**src/hw/rtl/wgm_pkg.sv**
```systemverilog
`timescale 1ns / 1ps
// ----------------------------------------------------------------------------
// wgm_pkg
// Shared types and constants for the wildcard glob matcher: transfer payloads,
// command codes, and the structs that pass between the cells.
// ----------------------------------------------------------------------------
package wgm_pkg;

    // pattern geometry
    localparam int PATTERN_MAX = 32;
    localparam int IDX_W       = 5;
    localparam int LEN_W       = 6;
    localparam int CNT_W       = 6;

    localparam logic [CNT_W-1:0] COUNT_MAX     = 6'd63;
    localparam logic [7:0]       STAR_BYTE     = 8'd42;
    localparam logic [7:0]       QUESTION_BYTE = 8'd63;
    localparam logic [7:0]       NUL_BYTE      = 8'd0;

    // command codes
    localparam logic [1:0] CMD_LOAD   = 2'd0;
    localparam logic [1:0] CMD_TEXT   = 2'd1;
    localparam logic [1:0] CMD_END    = 2'd2;
    localparam logic [1:0] CMD_UNUSED = 2'd3;

    // input transfer payload
    typedef struct packed {
        logic [1:0]       cmd;
        logic [IDX_W-1:0] position;
        logic [7:0]       byte_value;
    } t_in_item;

    // output transfer payload
    typedef struct packed {
        logic matched;
        logic glob_matched;
        logic prefix_matched;
    } t_out_item;

    // broadcast control from the top level to every cell
    typedef struct packed {
        logic             fresh;
        logic             text_en;
        logic             load_en;
        logic             clear;
        logic [IDX_W-1:0] position;
        logic [7:0]       byte_value;
        logic [LEN_W-1:0] plen;
        logic [CNT_W-1:0] count;
    } t_cell_ctl;

    // signals handed from one cell to the next
    typedef struct packed {
        logic carry;    // closed active bit carried over a star
        logic advance;  // active bit moved on by a matching byte
        logic alive;    // this position is inside the effective pattern
        logic star;     // this position holds a star
    } t_chain;

    // per-cell contributions to the verdict
    typedef struct packed {
        logic glob;
        logic prefix_end;
        logic mismatch;
    } t_cell_rpt;

endpackage

```
**src/hw/rtl/wgm_cell.sv**
```systemverilog
`timescale 1ns / 1ps
// ----------------------------------------------------------------------------
// wgm_cell
// One pattern position: holds the pattern byte and the active bit for that
// position, closes over stars and hands the next-position bits to its neighbour.
// ----------------------------------------------------------------------------
module wgm_cell (
    input  logic                            i_clk,
    input  logic                            i_rst_n,
    input  logic [wgm_pkg::IDX_W-1:0]       i_index,
    input  wgm_pkg::t_cell_ctl              i_ctl,
    input  wgm_pkg::t_chain                 i_chain,
    output wgm_pkg::t_chain                 o_chain,
    output wgm_pkg::t_cell_rpt              o_rpt
);

    logic [7:0] r_byte;
    logic       r_act;
    logic       n_act;

    logic w_v;
    logic w_vc;
    logic w_in_use;
    logic w_star;
    logic w_hit;
    logic w_end;
    logic [wgm_pkg::LEN_W-1:0] w_idx_ext;

    assign w_idx_ext = {1'b0, i_index};

    // active bit, with a fresh text seen as position zero only
    assign w_v  = i_ctl.fresh ? (i_index == '0) : r_act;
    assign w_vc = w_v | i_chain.carry;

    // position lies inside the effective pattern
    assign w_in_use = i_chain.alive & (w_idx_ext < i_ctl.plen)
                    & (r_byte != wgm_pkg::NUL_BYTE);
    assign w_star   = (r_byte == wgm_pkg::STAR_BYTE);
    assign w_hit    = (r_byte == wgm_pkg::QUESTION_BYTE) | (r_byte == i_ctl.byte_value);
    assign w_end    = i_chain.alive & ~w_in_use;

    // hand-over to the next position
    assign o_chain.carry   = w_vc & w_in_use & w_star;
    assign o_chain.advance = w_vc & w_in_use & ~w_star & w_hit;
    assign o_chain.alive   = w_in_use;
    assign o_chain.star    = w_star;

    // verdict contributions: glob and prefix end where the pattern ends at this position, mismatch at the text count
    assign o_rpt.glob       = w_vc & w_end;
    assign o_rpt.prefix_end = w_end & ~i_chain.star & (i_ctl.count >= w_idx_ext);
    assign o_rpt.mismatch   = w_in_use & (i_ctl.count == w_idx_ext)
                            & (r_byte != i_ctl.byte_value);

    // next active bit
    always_comb begin
        n_act = r_act;
        if (i_ctl.clear) begin
            n_act = 1'b0;
        end else if (i_ctl.text_en) begin
            n_act = o_chain.carry | i_chain.advance;
        end
    end

    always_ff @(posedge i_clk) begin
        if (!i_rst_n) begin
            r_act <= 1'b0;
        end else begin
            r_act <= n_act;
        end
    end

    // pattern byte store
    always_ff @(posedge i_clk) begin
        if (i_ctl.load_en && (i_ctl.position == i_index)) begin
            r_byte <= i_ctl.byte_value;
        end
    end

endmodule

```
**src/hw/rtl/wildcard_glob_matcher_top.sv**
```systemverilog
`timescale 1ns / 1ps
// Result: an end-of-text item gives its result in the output register in the cycle
//   after the transfer; load and text items give no result.
// Throughput: one item per cycle while the output slot can move, set by the single pass through the cell row.
// Reset (synchronous, active low) clears the active bits, text count, length
//   register and output valid; pattern bytes keep their contents.
// ----------------------------------------------------------------------------
// wildcard_glob_matcher_top
// Streams text bytes through a row of pattern cells and reports whether the
// text matches the stored wildcard pattern or starts with it literally.
// ----------------------------------------------------------------------------
module wildcard_glob_matcher_top (
    input  logic                          i_clk,
    input  logic                          i_rst_n,
    input  logic                          i_in_valid,
    output logic                          o_in_ready,
    input  wgm_pkg::t_in_item             i_in_item,
    output logic                          o_out_valid,
    input  logic                          i_out_ready,
    output wgm_pkg::t_out_item            o_out_item,
    input  logic                          i_cfg_we,
    input  logic [wgm_pkg::LEN_W-1:0]     i_cfg_data
);

    localparam int N = wgm_pkg::PATTERN_MAX;

    logic [wgm_pkg::LEN_W-1:0] r_plen;
    logic [wgm_pkg::CNT_W-1:0] r_count;
    logic [wgm_pkg::CNT_W-1:0] n_count;
    logic                      r_prefix_eq;
    logic                      n_prefix_eq;
    logic                      r_act_end;
    logic                      n_act_end;
    logic                      r_out_valid;
    logic                      n_out_valid;
    wgm_pkg::t_out_item        r_out_item;
    wgm_pkg::t_out_item        n_out_item;

    logic                      w_in_acc;
    logic                      w_is_load;
    logic                      w_is_text;
    logic                      w_is_end;
    wgm_pkg::t_cell_ctl        w_ctl;
    wgm_pkg::t_chain           w_chain [0:N];
    logic [N:0]                w_glob;
    logic [N:0]                w_prefix_end;
    logic [N-1:0]              w_mismatch;
    logic                      w_vc_end;
    logic                      w_glob_hit;
    logic                      w_prefix_hit;

    // handshake: a new item is taken whenever the output slot can move
    assign o_in_ready = ~r_out_valid | i_out_ready;
    assign w_in_acc   = i_in_valid & o_in_ready;

    // command decode
    always_comb begin
        w_is_load = 1'b0;
        w_is_text = 1'b0;
        w_is_end  = 1'b0;
        unique case (i_in_item.cmd)
            wgm_pkg::CMD_LOAD: w_is_load = w_in_acc;
            wgm_pkg::CMD_TEXT: w_is_text = w_in_acc;
            wgm_pkg::CMD_END:  w_is_end  = w_in_acc;
            default:           ;
        endcase
    end

    // broadcast control
    assign w_ctl.fresh      = (r_count == '0);
    assign w_ctl.text_en    = w_is_text;
    assign w_ctl.load_en    = w_is_load;
    assign w_ctl.clear      = w_is_end;
    assign w_ctl.position   = i_in_item.position;
    assign w_ctl.byte_value = i_in_item.byte_value;
    assign w_ctl.plen       = r_plen;
    assign w_ctl.count      = r_count;

    // head of the chain
    assign w_chain[0].carry   = 1'b0;
    assign w_chain[0].advance = 1'b0;
    assign w_chain[0].alive   = 1'b1;
    assign w_chain[0].star    = 1'b0;

    // row of pattern cells
    for (genvar g = 0; g < N; g++) begin : g_cell
        wgm_pkg::t_cell_rpt w_rpt;

        wgm_cell u_cell (
            .i_clk   (i_clk),
            .i_rst_n (i_rst_n),
            .i_index (wgm_pkg::IDX_W'(g)),
            .i_ctl   (w_ctl),
            .i_chain (w_chain[g]),
            .o_chain (w_chain[g+1]),
            .o_rpt   (w_rpt)
        );

        assign w_glob[g]       = w_rpt.glob;
        assign w_prefix_end[g] = w_rpt.prefix_end;
        assign w_mismatch[g]   = w_rpt.mismatch;
    end

    // position past the last cell
    assign w_vc_end        = (~w_ctl.fresh & r_act_end) | w_chain[N].carry;
    assign w_glob[N]       = w_vc_end & w_chain[N].alive;
    assign w_prefix_end[N] = w_chain[N].alive & ~w_chain[N].star
                           & (r_count >= wgm_pkg::CNT_W'(N));

    // verdict
    assign w_glob_hit   = |w_glob;
    assign w_prefix_hit = w_chain[1].alive & r_prefix_eq & (|w_prefix_end);

    // next state of text tracking and output slot
    always_comb begin
        n_count     = r_count;
        n_prefix_eq = r_prefix_eq;
        n_act_end   = r_act_end;
        n_out_valid = r_out_valid & ~i_out_ready;
        n_out_item  = r_out_item;
        if (w_is_text) begin
            if (r_count != wgm_pkg::COUNT_MAX) begin
                n_count = r_count + wgm_pkg::CNT_W'(1);
            end
            if (|w_mismatch) begin
                n_prefix_eq = 1'b0;
            end
            n_act_end = w_chain[N].advance;
        end else if (w_is_end) begin
            n_count                   = '0;
            n_prefix_eq               = 1'b1;
            n_act_end                 = 1'b0;
            n_out_valid               = 1'b1;
            n_out_item.matched        = w_glob_hit | w_prefix_hit;
            n_out_item.glob_matched   = w_glob_hit;
            n_out_item.prefix_matched = w_prefix_hit;
        end
    end

    // control registers
    always_ff @(posedge i_clk) begin
        if (!i_rst_n) begin
            r_plen      <= '0;
            r_count     <= '0;
            r_prefix_eq <= 1'b1;
            r_act_end   <= 1'b0;
            r_out_valid <= 1'b0;
        end else begin
            if (i_cfg_we) begin
                r_plen <= i_cfg_data;
            end
            r_count     <= n_count;
            r_prefix_eq <= n_prefix_eq;
            r_act_end   <= n_act_end;
            r_out_valid <= n_out_valid;
        end
    end

    // result payload
    always_ff @(posedge i_clk) begin
        r_out_item <= n_out_item;
    end

    assign o_out_valid = r_out_valid;
    assign o_out_item  = r_out_item;

    // end of text restarts the text tracking
    a_end_restarts: assert property (@(posedge i_clk) disable iff (!i_rst_n)
        w_is_end |=> (r_count == '0) && r_prefix_eq && !r_act_end)
        else $error("text state not restarted after end transfer");

    // a result appears only after an end transfer
    a_result_source: assert property (@(posedge i_clk) disable iff (!i_rst_n)
        $rose(o_out_valid) |-> $past(w_is_end))
        else $error("result without end transfer");

    // text transfers advance the count until saturation
    a_count_step: assert property (@(posedge i_clk) disable iff (!i_rst_n)
        (w_is_text && (r_count != wgm_pkg::COUNT_MAX))
            |=> (r_count == $past(r_count) + wgm_pkg::CNT_W'(1)))
        else $error("text count did not advance");

    // combined verdict agrees with its parts
    a_verdict: assert property (@(posedge i_clk) disable iff (!i_rst_n)
        o_out_valid |-> (o_out_item.matched ==
                         (o_out_item.glob_matched | o_out_item.prefix_matched)))
        else $error("matched disagrees with glob and prefix verdicts");

endmodule
```
**config.mk**
```make
export PLATFORM = sky130hd
export DESIGN_NAME = wildcard_glob_matcher_top
export DESIGN_NICKNAME = d
export VERILOG_FILES = /design/src/hw/rtl/wgm_pkg.sv /design/src/hw/rtl/wgm_cell.sv /design/src/hw/rtl/wildcard_glob_matcher_top.sv
export SDC_FILE = /design/constraint.sdc
export NUM_CORES = 1
export LEC_CHECK = 0
export BUFFER_PORTS_ARGS = -buffer_cell sky130_fd_sc_hd__buf_2
export CELL_PAD_IN_SITES_DETAIL_PLACEMENT = 1
export CELL_PAD_IN_SITES_GLOBAL_PLACEMENT = 2
export CORE_MARGIN = 2
export CORE_UTILIZATION = 42
export DETAILED_ROUTE_END_ITERATION = 12
export PLACE_DENSITY_LB_ADDON = 0.1
export SETUP_SLACK_MARGIN = 0.02
export SYNTH_ARGS = -nofsm -noshare
export SYNTH_HDL_FRONTEND = slang
export SYNTH_SLANG_ARGS = --single-unit
```
**constraint.sdc**
```tcl
create_clock -name i_clk -period 5.3 [get_ports i_clk]
set_clock_uncertainty 0.05 [all_clocks]
set_input_delay 1.06 -clock i_clk [delete_from_list [all_inputs] [get_ports i_clk]]
set_output_delay 1.06 -clock i_clk [all_outputs]
set_load 0.1 [all_outputs]
```
==> run summary <==
drt wl/cell - 27.2 µm
syn nets - 1933
count of hold-fix buffers inserted at cts - 0
first-pass GRT wire length - 105000 µm
largest net degree at the start of global routing - 34
DR pass1 iterations - 5
root buffer cell - clkbuf_16
Max transition margin - 0.191
FF-to-FF End - o_out_item[2]
drt total wl - 69500 µm
hold depth - 2
# placed instances - 2495
WS Path Type - reg2reg
RSZ-0062 raised after global routing - false
Post-synth EDFFs - 259
total power draw - 0.00567 W
final setup fails - 0
ys flop type - edfxtp_1
Tcrit/Tclk final - 0.945
H-tree depth - 2
Design Area, Final - 20600 µm²
core area - 43100 µm²
# DRC - 0
CP endpoint kind - flop
port bufs - 30
Synth Warn # - 0
Antenna diodes - 0
CP bufs+invs - 0
Inserted Clock Buffers - 36
area grow syn2layout - 12.4%
Worst path depth - 12
Post-Syn Area - 18300 µm²
Max-cap violations - 0
initial antenna violation count - 0
clock sink count - 306
Setup Buffers After CTS - 0
arrival time at the worst endpoint - 5.38 ns
final slew viol count - 0
slowest CP cell - nor3_1
Max Fclk - 0.200 GHz
number of global-route vias before repair - 16100
status - finished clean
Post-Syn Area per Cell - 9.63 µm²
WP data required - 5.67 ns
synth cell count leaders - edfxtp_1 (259), nor2_1 (219), nand2_1 (159)
Final min period - 5.01 ns
post-route ant nets - 0
CP Launch Point - r_plen[1]
final hold violations - 0
final non-filler cell total - 2557
PwrDens - 275 nW/µm²
maximum VDD drop - 0.303 mV
Starting Density - 0.426
Hold WS - 0.425 ns
clock transition at the registers of the reported paths - 0.06 ns
die width - 213 µm
cell count after synthesis - 1904
area post-placement - 19400 µm²
worst hold start - r_act_end
Tightest Hold Check Type - reg2reg
async set-or-reset flop fraction in the synthesized netlist - 0
grt total ovfl - 0
GRT Overall Usage - 0.312
FP Rows - 76
Critical Path Max Stage Delay - 0.79 ns
Die Area - 45300 µm²
dpl hpwl - 52700 µm
Critical Path, Cell by Cell - nor2_1, a22oi_1, nand3_2, nor3_1, nand2_1, nor4_1, o211ai_1, a21boi_1, o21ai_1, o41ai_1, a311oi_1, nand3_1
P_leak - 6.47 nW
setup_tns - 0 ns
sequential area share after synthesis - 0.476
worst setup path endpoint - o_out_item[2]
r2r startpoint - r_plen[1]
Bufs on Longest Clock Path - 3
post-CTS sizing - 0
r2r worst-path depth - 12
1st-iter DRT viols - 1321
io pins - 31
Crit path max-delay family - simple AND/OR/NAND/NOR gates
R2R Setup Slk - 0.29 ns
layout cells sized above 1 - 0.0908
Placer Congestion - 0.978
Worst-Margin Slew - 1.21 ns
DIE HEIGHT - 213 µm
Synth top area share - 0.424
top post-synthesis cells by area - edfxtp_1 (42%), xor2_1 (6.2%), xnor2_1 (6.2%)
Layout Nets - 1977
TritonCTS clock tree - yes
Critical Path Source Type - flop
Vias - 16000
via/cell ratio - 6.25
#FFs+latches synth - 306
Synth cell types - 90
Yosys top cell by area - edfxtp_1
Crit Path Max Fanout - 14
most numerous cell in the Yosys netlist - edfxtp_1
Clock Latency Late Sink - 0.56 ns
## how the worst min path moves through the flow
stage | to | slack, ns
2_1_floorplan | r_act_end | 0.39
3_3_place_gp | r_act_end | 0.42
3_5_place_dp | r_act_end | 0.41
4_1_cts | r_act_end | 0.43
5_1_grt | r_act_end | 0.46
6_report | r_act_end | 0.42
## final cells by class
type,instances,area [µm²]
clock buffers,46,1000
multi-input cells,1492,9190
well taps,585,732
repair buffers,93,731
fillers,4860,22500
flip-flops and latches,306,8720
clock inverters,16,165
inverters,19,71.3
## stage by stage
stage           util  setup slack (ns)
2_1_floorplan      -              1.15
3_5_place_dp   0.451             0.466
6_report       0.478             0.291
4_1_cts        0.478             0.452
5_1_grt        0.478            0.0341
3_3_place_gp   0.451             0.348
## layer usage
layer / wire [µm] / GRT usage
met1: 32400 / 0.444
met2: 31900 / 0.503
met3: 3250 / 0.0334
met4: 2000 / 0.0919
met5: 0 / 0
## cell families after synthesis
logic type,after synthesis,share of synthesized area
simple gates,849,0.235
compound gates,375,0.137
flops,306,0.476
xor+xnor,259,0.124
buf+inv,106,0.0231
mux,6,0.00328
fa+ha+maj,3,0.00205
## cell usage in the layout, fill, tap and decap left out, types with 8 or more instances in the layout
| cell type | n |
|---|---|
| edfxtp_1 | 259 |
| nor2_1 | 219 |
| nand2_1 | 159 |
| xor2_1 | 130 |
| xnor2_1 | 129 |
| a21oi_1 | 84 |
| o21ai_0 | 82 |
| nor4_1 | 77 |
| nor3_1 | 74 |
| nand4_1 | 72 |
| nand3_1 | 71 |
| buf_4 | 64 |
| dfxtp_1 | 47 |
| clkbuf_16 | 37 |
| or4_1 | 32 |
| and3_1 | 30 |
| or3_1 | 23 |
| and2_1 | 23 |
| a31oi_1 | 22 |
| buf_2 | 22 |
| inv_1 | 19 |
| nor2b_1 | 17 |
| a211oi_1 | 16 |
| a32oi_1 | 15 |
| o31ai_1 | 14 |
| o21ai_1 | 11 |
| o22ai_1 | 11 |
| or2_2 | 11 |
| o211ai_1 | 9 |
| nor3b_1 | 8 |
## power by group
| group | switching [W] | internal (W) |
|---|---|---|
| Sequential | 0.0000254 | 0.00263 |
| Clock | 0.00101 | 0.00148 |
| Combinational | 0.000362 | 0.000157 |
## worst register-to-register path, cell delays in order, from the launching register on
cell,delay [ns]
dfxtp_1,0.63
nor2_1,0.21
a22oi_1,0.29
nand3_2,0.32
nor3_1,0.80
nand2_1,0.43
nor4_1,0.63
o211ai_1,0.33
a21boi_1,0.29
o21ai_1,0.17
o41ai_1,0.38
a311oi_1,0.22
nand3_1,0.15
## sequential cells by signal, summed over array words and instances (netlist names)
signal and flops:
g_cell.u_cell.r_byte 256, r_plen 6, r_count 6, g_cell.u_cell.r_act 32
r_prefix_eq 1, o_out_item 3, r_act_end 1, o_out_valid 1
Power figures use the tool's default switching activity.
